## src/sv/rspr_pkg.sv

```systemverilog
// Shared types, character codes and helpers for the packet receiver.
`default_nettype none

package rspr_pkg;

   // Field widths
   localparam int BYTE_W = 7;
   localparam int LEN_W  = 10;
   localparam int IDX_W  = 9;

   localparam int DEFAULT_BUFFER_DEPTH = 512;

   // Command codes of an input beat
   localparam logic CMD_RX   = 1'b0;
   localparam logic CMD_READ = 1'b1;

   // Kind codes of a result beat
   localparam logic KIND_SERIAL = 1'b0;
   localparam logic KIND_READ   = 1'b1;

   // Protocol characters
   localparam logic [BYTE_W-1:0] CH_START = 7'h24;  // '$'
   localparam logic [BYTE_W-1:0] CH_END   = 7'h23;  // '#'
   localparam logic [BYTE_W-1:0] CH_SEP   = 7'h3a;  // ':'
   localparam logic [BYTE_W-1:0] CH_ACK   = 7'h2b;  // '+'
   localparam logic [BYTE_W-1:0] CH_NAK   = 7'h2d;  // '-'

   typedef struct packed {
      logic             cmd;
      logic [7:0]       rx_byte;
      logic [IDX_W-1:0] read_index;
   } req_type;

   typedef struct packed {
      logic              out_kind;
      logic [BYTE_W-1:0] out_byte;
      logic              packet_ok;
      logic [LEN_W-1:0]  packet_len;
      logic              last;
   } rsp_type;

   typedef enum logic [1:0] {
      PH_HUNT,
      PH_DATA,
      PH_HIGH,
      PH_LOW
   } phase_type;

   // One queued response: up to three beats, ok and length go on the final one
   typedef struct packed {
      logic                        kind;
      logic                        rd_zero;
      logic [1:0]                  beats_m1;
      logic [2:0][BYTE_W-1:0]      bytes;
      logic                        ok;
      logic [LEN_W-1:0]            len;
   } job_type;

   // Decode one hex digit: {bad, value}
   function automatic logic [4:0] hex_value(input logic [BYTE_W-1:0] c);
      logic [4:0] r;
      r = 5'h10;
      if (c >= 7'h61 && c <= 7'h66) begin
         r = {1'b0, 4'(c - 7'h57)};
      end else if (c >= 7'h30 && c <= 7'h39) begin
         r = {1'b0, 4'(c - 7'h30)};
      end else if (c >= 7'h41 && c <= 7'h46) begin
         r = {1'b0, 4'(c - 7'h37)};
      end
      return r;
   endfunction

endpackage

`default_nettype wire

```

## src/sv/rspr_beat_seq.sv

```systemverilog
// Response sequencer: holds one queued response and feeds its beats to the output register.
`default_nettype none

module rspr_beat_seq (
   input  wire logic                            clock,
   input  wire logic                            reset,
   input  wire logic                            job_load,
   input  wire rspr_pkg::job_type               job_data,
   input  wire logic [rspr_pkg::BYTE_W-1:0]     rdata,
   output logic                                 job_ready,
   output logic                                 rsp_valid,
   input  wire logic                            rsp_ready,
   output rspr_pkg::rsp_type                    rsp_data
);

   logic               job_valid_ff, job_valid_in;
   rspr_pkg::job_type  job_ff, job_in;
   logic [1:0]         beat_ff, beat_in;
   logic               out_valid_ff, out_valid_in;
   rspr_pkg::rsp_type  out_ff, out_in;

   logic               move;
   logic               final_beat;
   logic [rspr_pkg::BYTE_W-1:0] beat_byte;

   // Advance a beat whenever the output register is free or draining
   assign move       = job_valid_ff && (!out_valid_ff || rsp_ready);
   assign final_beat = (beat_ff == job_ff.beats_m1);
   assign job_ready  = !job_valid_ff || (move && final_beat);

   // Pick the byte of the current beat
   always_comb begin
      beat_byte = job_ff.bytes[0];
      if (job_ff.kind == rspr_pkg::KIND_READ) begin
         beat_byte = job_ff.rd_zero ? '0 : rdata;
      end else begin
         unique case (beat_ff)
            2'd0:    beat_byte = job_ff.bytes[0];
            2'd1:    beat_byte = job_ff.bytes[1];
            default: beat_byte = job_ff.bytes[2];
         endcase
      end
   end

   // Next job, beat and output register values
   always_comb begin
      job_valid_in = job_valid_ff;
      job_in       = job_ff;
      beat_in      = beat_ff;
      if (move) begin
         beat_in = final_beat ? 2'd0 : beat_ff + 2'd1;
         if (final_beat) begin
            job_valid_in = 1'b0;
         end
      end
      if (job_load) begin
         job_valid_in = 1'b1;
         job_in       = job_data;
         beat_in      = 2'd0;
      end

      out_in            = out_ff;
      out_valid_in      = out_valid_ff && !rsp_ready;
      if (move) begin
         out_valid_in       = 1'b1;
         out_in.out_kind    = job_ff.kind;
         out_in.out_byte    = beat_byte;
         out_in.packet_ok   = final_beat && job_ff.ok;
         out_in.packet_len  = final_beat ? job_ff.len : '0;
         out_in.last        = final_beat;
      end
   end

   always_ff @(posedge clock) begin
      if (reset) begin
         job_valid_ff <= 1'b0;
         beat_ff      <= 2'd0;
         out_valid_ff <= 1'b0;
      end else begin
         job_valid_ff <= job_valid_in;
         beat_ff      <= beat_in;
         out_valid_ff <= out_valid_in;
      end
      job_ff <= job_in;
      out_ff <= out_in;
   end

   assign rsp_valid = out_valid_ff;
   assign rsp_data  = out_ff;

endmodule

`default_nettype wire

```

## src/sv/rsp_packet_receiver.sv

```systemverilog
// Top level of the remote serial protocol packet receiver.
//
//   channel  | direction | handshake              | beat
//   ---------+-----------+------------------------+-------------------------------
//   req_     | in        | req_valid / req_ready  | req_type: cmd, rx_byte, index
//   rsp_     | out       | rsp_valid / rsp_ready  | rsp_type: kind, byte, ok, len, last
//
// One input beat per cycle is accepted while req_ready is high; a checksum close
// produces one or three result beats, paced at one per cycle by the response
// sequencer while rsp_ready is high. A read issues at acceptance into the payload
// memory (one read port) and its data is registered; its result beat, like the first
// beat of a checksum close, passes the sequencer's job and then output register.
// Reset is synchronous; the payload memory is not cleared.
// The input stalls only while a queued response still has beats to hand over.
`default_nettype none

module rsp_packet_receiver #(
   parameter int BUFFER_DEPTH = rspr_pkg::DEFAULT_BUFFER_DEPTH
) (
   input  wire logic               clock,
   input  wire logic               reset,
   input  wire logic               req_valid,
   output logic                    req_ready,
   input  wire rspr_pkg::req_type  req_data,
   output logic                    rsp_valid,
   input  wire logic               rsp_ready,
   output rspr_pkg::rsp_type       rsp_data
);

   localparam int AW = $clog2(BUFFER_DEPTH);
   localparam int CW = $clog2(BUFFER_DEPTH + 1);
   localparam int PW = ((CW > rspr_pkg::IDX_W) ? CW : rspr_pkg::IDX_W) + 1;

   localparam int BW = rspr_pkg::BYTE_W;

   rspr_pkg::phase_type phase_ff, phase_in;
   logic [7:0]          sum_ff, sum_in;
   logic [7:0]          high_ff, high_in;
   logic [CW-1:0]       count_ff, count_in;
   logic                has_seq_ff, has_seq_in;
   logic [CW-1:0]       acc_len_ff, acc_len_in;
   logic [BW-1:0]       head_ff [3];
   logic [BW-1:0]       rdata_ff;
   logic [BW-1:0]       mem [BUFFER_DEPTH];

   logic                accept, is_rx, is_rd, full, store, close, match, seq_ok, hit;
   logic [BW-1:0]       ch;
   logic [4:0]          dig;
   logic [7:0]          sent;
   logic [PW-1:0]       pos;
   logic [CW-1:0]       len_now;
   logic                job_load, job_ready;
   rspr_pkg::job_type   job;

   assign accept    = req_valid && req_ready;
   assign req_ready = job_ready;
   assign ch        = req_data.rx_byte[BW-1:0];
   assign is_rx     = accept && (req_data.cmd == rspr_pkg::CMD_RX);
   assign is_rd     = accept && (req_data.cmd == rspr_pkg::CMD_READ);
   assign full      = (count_ff >= CW'(BUFFER_DEPTH));
   assign store     = is_rx && (phase_ff == rspr_pkg::PH_DATA) && (ch != rspr_pkg::CH_END) && !full;
   assign close     = is_rx && (phase_ff == rspr_pkg::PH_LOW);

   // Advance the framing phase
   always_comb begin
      phase_in = phase_ff;
      if (is_rx) begin
         unique case (phase_ff)
            rspr_pkg::PH_HUNT: begin
               if (ch == rspr_pkg::CH_START) phase_in = rspr_pkg::PH_DATA;
            end
            rspr_pkg::PH_DATA: begin
               if (ch == rspr_pkg::CH_END) phase_in = rspr_pkg::PH_HIGH;
               else if (full)              phase_in = rspr_pkg::PH_HUNT;
            end
            rspr_pkg::PH_HIGH: phase_in = rspr_pkg::PH_LOW;
            default:           phase_in = rspr_pkg::PH_HUNT;
         endcase
      end
   end

   // Checksum, length and response building
   always_comb begin
      dig     = rspr_pkg::hex_value(ch);
      sent    = high_ff + (dig[4] ? 8'hff : {4'h0, dig[3:0]});
      match   = (sent == sum_ff);
      seq_ok  = (count_ff >= CW'(3)) && (head_ff[2] == rspr_pkg::CH_SEP);
      len_now = seq_ok ? count_ff - CW'(3) : count_ff;

      pos = PW'(req_data.read_index) + (has_seq_ff ? PW'(3) : PW'(0));
      hit = (PW'(req_data.read_index) < PW'(acc_len_ff)) && (pos < PW'(BUFFER_DEPTH));

      sum_in     = sum_ff;
      count_in   = count_ff;
      high_in    = high_ff;
      has_seq_in = has_seq_ff;
      acc_len_in = acc_len_ff;
      if (is_rx && phase_ff == rspr_pkg::PH_HUNT && ch == rspr_pkg::CH_START) begin
         sum_in   = '0;
         count_in = '0;
      end
      if (store) begin
         sum_in   = sum_ff + {1'b0, ch};
         count_in = count_ff + CW'(1);
      end
      if (is_rx && phase_ff == rspr_pkg::PH_HIGH) begin
         high_in = dig[4] ? 8'hf0 : {dig[3:0], 4'h0};
      end
      if (close && match) begin
         has_seq_in = seq_ok;
         acc_len_in = len_now;
      end

      job          = '0;
      job.bytes[0] = rspr_pkg::CH_NAK;
      if (is_rd) begin
         job.kind    = rspr_pkg::KIND_READ;
         job.rd_zero = !hit;
      end else if (match) begin
         job.kind     = rspr_pkg::KIND_SERIAL;
         job.bytes[0] = rspr_pkg::CH_ACK;
         job.bytes[1] = head_ff[0];
         job.bytes[2] = head_ff[1];
         job.beats_m1 = seq_ok ? 2'd2 : 2'd0;
         job.ok       = 1'b1;
         job.len      = rspr_pkg::LEN_W'(len_now);
      end
      job_load = close || is_rd;
   end

   always_ff @(posedge clock) begin
      if (reset) begin
         phase_ff   <= rspr_pkg::PH_HUNT;
         sum_ff     <= '0;
         high_ff    <= '0;
         count_ff   <= '0;
         has_seq_ff <= 1'b0;
         acc_len_ff <= '0;
      end else begin
         phase_ff   <= phase_in;
         sum_ff     <= sum_in;
         high_ff    <= high_in;
         count_ff   <= count_in;
         has_seq_ff <= has_seq_in;
         acc_len_ff <= acc_len_in;
      end
   end

   // Keep the first three payload bytes at hand for the sequence check and echo
   always_ff @(posedge clock) begin
      if (store && count_ff == CW'(0)) head_ff[0] <= ch;
      if (store && count_ff == CW'(1)) head_ff[1] <= ch;
      if (store && count_ff == CW'(2)) head_ff[2] <= ch;
   end

   // Payload memory: write stored bytes, read on a read command
   always_ff @(posedge clock) begin
      if (store) begin
         mem[count_ff[AW-1:0]] <= ch;
      end
      if (is_rd) begin
         rdata_ff <= mem[pos[AW-1:0]];
      end
   end

   rspr_beat_seq u_beat_seq (
      .clock     (clock),
      .reset     (reset),
      .job_load  (job_load),
      .job_data  (job),
      .rdata     (rdata_ff),
      .job_ready (job_ready),
      .rsp_valid (rsp_valid),
      .rsp_ready (rsp_ready),
      .rsp_data  (rsp_data)
   );

endmodule

`default_nettype wire

```

## config.mk

```make
export PLATFORM = sky130hd
export DESIGN_NAME = rsp_packet_receiver
export DESIGN_NICKNAME = d
export VERILOG_FILES = /design/src/sv/rspr_pkg.sv /design/src/sv/rspr_beat_seq.sv /design/src/sv/rsp_packet_receiver.sv
export SDC_FILE = /design/constraint.sdc
export NUM_CORES = 2
export LEC_CHECK = 0
export BUFFER_PORTS_ARGS = -buffer_cell sky130_fd_sc_hd__buf_2
export CAP_MARGIN = 25
export CELL_PAD_IN_SITES_DETAIL_PLACEMENT = 0
export CELL_PAD_IN_SITES_GLOBAL_PLACEMENT = 1
export CORE_UTILIZATION = 50
export CTS_BUF_LIST = sky130_fd_sc_hd__clkbuf_8
export CTS_CLUSTER_DIAMETER = 40
export DETAILED_ROUTE_END_ITERATION = 10
export PLACE_DENSITY = 0.69
export SLEW_MARGIN = 20
export SYNTH_ARGS = -nofsm -noshare
export SYNTH_HDL_FRONTEND = slang
export SYNTH_SLANG_ARGS = --single-unit
```

## constraint.sdc

```tcl
create_clock -name clock -period 5 [get_ports clock]
set_input_delay 0.25 -clock clock [delete_from_list [all_inputs] [get_ports clock]]
set_output_delay 0.25 -clock clock [all_outputs]
set_load 0.01 [all_outputs]
```

## Word-level counts from Yosys, hierarchy flattened

Memories as Yosys holds them, arrays and structs flattened. A register that Yosys moved wholly into a read port is not among the register bits.
Index checks and enable logic that the tools add are counted.

- Add/sub/neg operators: 9
- Order comparisons: 10
- Eq/ne operators: 14
- Muxes and demuxes: 40
- Bitwise operators: 2
- Reduce and logical (&&, ||, !) cells: 43

Operator list:

| operator | count |
|---|---|
| $mux W8 | 4 |
| $mux W10 | 3 |
| $mux W7 | 4 |
| $logic_and A1 B1 Y1 | 23 |
| $eq A7 B6 Y1 const B | 3 |
| $mux W2 | 8 |
| $mux W1 | 15 |
| $mux W5 | 3 |
| $ge A7 B7 Y1 const B | 2 |
| $le A7 B7 Y1 const B | 2 |
| $mux W14 | 1 |
| $pmux W7 S2 | 1 |
| $reduce_or A7 Y1 | 2 |
| $add A10 B1 Y10 const B | 1 |
| $add A9 B2 Y10 | 1 |
| $eq A10 B1 Y1 const B | 1 |
| $eq A10 B2 Y1 const B | 1 |
| $ge A10 B10 Y1 const B | 1 |
| $ge A10 B2 Y1 const B | 1 |
| $logic_not A10 Y1 | 1 |
| $lt A10 B10 Y1 const B | 1 |
| $lt A9 B10 Y1 | 1 |
| $sub A10 B2 Y10 const B | 1 |
| $add A8 B7 Y8 | 1 |
| other kinds (22) | 36 |

- Register bits: 85
- RAM bits: 3605
- Bits of input ports: 22
- Output and inout bits: 22
- Logic and storage cells: 140
- Memories: 2

Memories:

| name | words | width | read ports | clocked after memory_dff | write ports | RTL line | text |
|---|---|---|---|---|---|---|---|
| mem | 512 | 7 | 1 | 1 | 1 | rsp_packet_receiver.sv:44 | `logic [BW-1:0] mem [BUFFER_DEPTH];` |
| head_ff | 3 | 7 | 3 | 2 | 1 | rsp_packet_receiver.sv:42 | `logic [BW-1:0] head_ff [3];` |

## Longest topological paths before layout

- Depth after elaboration: 16
- Gate-level depth with buffers: 18
- Mapped depth without buffers: 17

## Hierarchy

Synthesis repeated with hierarchy kept, for this count alone.

- Cells, all modules: 6453
- Area, all modules: 144379.7 sq um

Modules (own cells, without submodules):

| module | times used | cells each | area an instance (sq um) | seq. area each (sq um) |
|---|---|---|---|---|
| rsp_packet_receiver | 1 | 6327 | 142202.6 | 109164.7 |
| rspr_beat_seq | 1 | 126 | 2177.1 | 1761.7 |

## Worst setup path before layout

OpenSTA, ideal clock, no wires.

- Kind: register to register
- From: register has_seq_ff
- To: register rdata_ff[1] (read register of mem), data pin
- Setup time: 0.261 ns
- Arrival: 3.266 ns
- Data required time: 4.739 ns
- Setup slack: 1.473 ns
- Cell stages (with the launch flop): 13
- Buffers on the path: 4
- Period minus slack after synthesis: 3.527 ns
- Cells stage by stage: dfxtp_1 -> ha_1 -> fa_1 -> buf_2 -> buf_2 -> clkbuf_1 -> clkbuf_1 -> mux4_2 -> mux4_2 -> a22oi_1 -> nand3_1 -> a32oi_1 -> o21ai_1

- Cells in the longest elaborated chain, start to end: 2

RTL lines:

| what | RTL line | text |
|---|---|---|
| from (decl) | rsp_packet_receiver.sv:40 | `logic has_seq_ff, has_seq_in;` |
| from (signal assigned) | rsp_packet_receiver.sv:144 | `has_seq_ff <= has_seq_in;` |
| $mux W2 | rsp_packet_receiver.sv:90 | `pos = PW'(req_data.read_index) + (has_seq_ff ? PW'(3) : PW'(0));` |
| $add A9 B2 Y10 | rsp_packet_receiver.sv:90 |  |
| to (decl) | rsp_packet_receiver.sv:43 | `logic [BW-1:0] rdata_ff;` |

Every way passes these cells.
A chain may end at the register's enable or synchronous reset.

## Worst setup path in the final report

- From: register has_seq_ff
- To: register rdata_ff[2] (read register of mem), data pin

Same word-level chain as after synthesis.

==> results.md <==
STA:
- At the pin with the least slew margin, the transition time is 1131 ps.
- Setup violations remaining at the end of the flow were counted as 0.
- Derived from the worst setup path, the maximum achievable clock frequency is about 220 MHz.
- The final number of hold-violating endpoints was 0.
- Setup repair after global routing left no endpoint under its margin.
- The tightest slew margin relative to the limit is ~24%.
- The post-route clock skew is 67.09 ps.
- The count of final max-slew check failures is 0.
- On the final layout, the worst hold slack is roughly 140 ps.
- The worst path in the final design needs a cycle of between 4000 and 5000 ps, including I/O delays and setup.
- The setup TNS after final layout is 0 ps.
- The worst path uses 91.91% of the clock period.

Clock network:
- The clock edge transition at the registers on the reported setup and hold paths is ~60 ps.
- In this run the number of H-tree levels came out at 6.
- The later pin in the worst-skew pair is clocked with a latency of around 1200 ps.
- The hold buffer count at CTS is 25.
- The CTS buffer count is 606.
- TritonCTS built the clock tree.
- The post-cts repair resize count is 0.
- The number of clock sinks seen by CTS is ~3,700.
- After clock tree synthesis, the setup repair step added 0 buffers.
- The tree is rooted in a clkbuf_8.
- The clock passes through at most 4 buffers.

Power and ir drop:
- Power spread over the standard cell area amounts to about 380 mW/mm^2.
- Across the VDD grid, the largest voltage drop is 0.0002781 V.
- The logic gate share of total power is under 10%.
- The switching share of power is between 20% and 30%.
- The clock network burns between 30% and 40% of the power.
- The net load switching power is 14,020 uW.
- Of the total power, registers draw between 50 and 60%.
- The total internal power is ~48,000 uW.
- The leakage power is approximately 0.051 uW.

Synth:
- Counting flops and latches in the post-synthesis netlist gives between 3,000 and 4,000.
- The simple-gate share of the synthesized area is 2.691%.
- After synthesis, the share of cell area in mux cells is 17.55%.
- The complex-gate fraction of the synthesized area is between 1 and 1.5%.
- The post-synthesis cell area is ~0.14 sq mm.
- The xor/xnor cell area share of the yosys netlist is less than 1%.
- For this run, asynchronously set or reset flops after synthesis account for 0%.
- The cell count after synthesis is ~6,500.
- The fraction of the mapped netlist area in adder cells is less than 1%.
- The number of synthesized flops with an enable pin is roughly 3,700.
- The most used flip-flop cell after synthesis is edfxtp_1.
- Sequential cells were found to cover between 70% and 80% of the synthesized design area.
- In this run the mean area of a mapped cell was between 20 and 25 sq um.
- The post-synthesis net count is 6,553.
- The largest family of logic cells by synthesized area is multiplexers.
- The synthesized netlist contains 70 unique library cells.
- The number of warnings reported in the yosys synthesis log is 0.

Placed design:
- Detailed placement finished with a half-perimeter wire length of around 220,000 microns.
- The weighted congestion at the end of routability-driven global placement is around 0.84.
- The number of cells after detailed placement is ~10,000.
- Port buffering added 42 buffers.

Floorplan:
- 44 I/O pins were placed.
- The initial core utilization is between 50% and 60%.
- The number of placement rows is slightly below 200.
- From bottom edge to top edge, the die measures 539.6 microns.
- The width of the die is 539.6 microns.
- The area enclosed by the die boundary is about 0.29 sq mm.
- The total core area is roughly 0.29 sq mm.

Worst setup path:
- Traced cell by cell, the critical path runs through ha_4, fa_4, buf_12, buf_12, mux4_2, mux4_2, a22oi_1, a21oi_1, nor2_1, nand4_1.
- The required arrival time at the worst endpoint is 5890 ps.
- The slowest cell on the critical path is fa_4.
- The worst setup path is launched from a flip-flop.
- In this run the worst path has a maximum fanout of 57.
- The worst setup path is captured at a flip-flop.
- The setup check on the worst reg-to-reg path leaves a slack of 400 ps.
- The delay of the slowest critical-path stage is roughly 870 ps.
- The critical setup path kind is reg -> reg.
- The worst endpoint data arrival time is roughly 5500 ps.

GRT:
- After global routing the overflow that remains totals 0.
- The initial antenna violation count came to 20.
- For this run, global-route usage on met1 was measured as about 36%.
- The total global routing track utilization is about a quarter.
- The number of global-route vias before repair is 70,840.
- The met3 track demand over resource in global routing is under 10%.
- The met2 track demand over resource in global routing is approximately two fifths.
- The busiest layer in global routing is met2.
- The first-pass GRT wire length is about 520,000 microns.
- Entering global routing, the biggest net connects around 210 pins.

Layout:
- Excluding fillers, the count of instances in the completed layout stands at between 10,000 and 15,000.
- The growth of design area from synthesis to finish is 12.20%.
- The final design utilization is 56.38%.
- The net total in the final layout is 7,102.
- The top cell types in the final layout, fill and taps aside, are edfxtp_1 (3,661), mux4_2 (1,108), clkbuf_8 (618).
- Of the cells placed in the final design, the portion with a size suffix greater than 1 is 29.91%.
- The most common cell after layout, fill and taps aside is edfxtp_1.

Drt:
- After the first detailed-routing iteration, the DRC count stood at around 8,400.
- For this block, the via count after detailed routing is between 70,000 and 80,000.
- The routed wire length is roughly 370,000 microns.
- The routed wire length per instance is about 32 microns.
- The number of iterations in the first detailed-routing pass is 6.
- Dividing the detail-routed via count by the number of cells gives between 6 and 7.
- In the routed design, unresolved DRC markers number 0.
- The number of nets with antenna violations after routing is 0.

Hold path:
- The min-delay analysis places its worst path in the category in -> reg.

Outcome:
- The run finished with clean final reports.

Flow run:
- The max-capacitance violation count is 0.
-- per-layer routing --
metal | wire [microns] | share of wire [%]
met5 | 13 | 0.0036
met1 | 147300 | 40
met3 | 34060 | 9.3
met2 | 173200 | 47
met4 | 11140 | 3.0
-- critical path: cells and delay by family, from the launching register on --
kind | cells | cell delay, ps
AOI/OAI and AO/OA | 2 | 570
adders and majority gates | 2 | 1080
buffers and inverters | 2 | 570
DFF | 1 | 380
muxes | 2 | 870
and+or+nand+nor | 2 | 750
-- synthesized netlist by cell type, types with 13 or more instances --
cell      instances  area (sq um)
and2_1           17         106.4
nor2b_1          13         81.33
and3_1           21         131.4
nor2_1          576          2162
clkbuf_1        219         822.0
dfxtp_1          39         780.8
mux2i_1          26         260.3
inv_1            24         90.09
o21ai_0          18         90.09
edfxtp_1       3661        109900
buf_1            22         82.58
buf_4            60         450.4
buf_2            68         340.3
ha_1             30         375.4
a21oi_1          76         380.4
nor3_1           29         145.1
mux2_2           14         157.7
xnor2_1          17         148.9
nand2_1         103         386.6
mux4_2         1108         24950
xor2_1           13         113.9
nand3_1          79         395.4
a22oi_1          69         518.0
buf_6            27         304.0
-- path summary, 6_finish.rpt --
kind,from,to,cells after the start
setup / recovery,has_seq_ff,rdata_ff[2],10
hold / removal,req_data[13],mem[376][4],2
setup reg to reg,has_seq_ff,rdata_ff[2],10
hold reg to reg,sum_ff[7],sum_ff[7],1
-- sequential cells by signal, summed over array words and instances (netlist names) --
name                     count
sum_ff                       8
high_ff                      4
phase_ff                     2
head_ff                     21
u_beat_seq.job_valid_ff      1
acc_len_ff                  10
u_beat_seq.rsp_data         20
rdata_ff                     7
count_ff                    10
u_beat_seq.beat_ff           2
u_beat_seq.job_ff           29
u_beat_seq.rsp_valid         1
mem                       3584
has_seq_ff                   1
-- logic make-up (layout without fill, tap and decap cells) --
kind of cell	Yosys count	count (layout)
buf+inv	422	1434
fa+ha+maj	33	33
flops	3700	3700
mux	1148	1148
xor+xnor	31	31
other cells	0	12
simple gates	905	905
compound gates	259	259
-- power groups by stage --
stage | clock, uW | combinational, uW | sequential [uW]
after floorplan | 0 | 1590 | 34800
after global placement | 0 | 3000 | 34800
after detailed placement | 0 | 3060 | 34800
after CTS | 25100 | 3080 | 34100
after global routing | 26300 | 3190 | 34100
final | 24700 | 3050 | 34100
-- through the flow --
step                setup slack (ps)  total power (uW)  area, sq um
floorplan                       1473             36350       144500
global route                   337.0             63640       162200
CTS                            411.0             62260       162100
finish                         404.5             61840       162200
detailed placement             399.1             37820       150700
global placement               384.4             37770       150600
-- layout make-up --
cell class	count	area, sq um
Fill cell	21180	125500
Sequential cell	3700	110700
Multi-Input combinational cell	2376	32030
Clock buffer	618	8506
Tap cell	3781	4731
Timing Repair Buffer	338	3381
Clock inverter	453	2678
Inverter	25	93.84
Antenna cell	12	30.03
(Power assumes the default switching activity.)
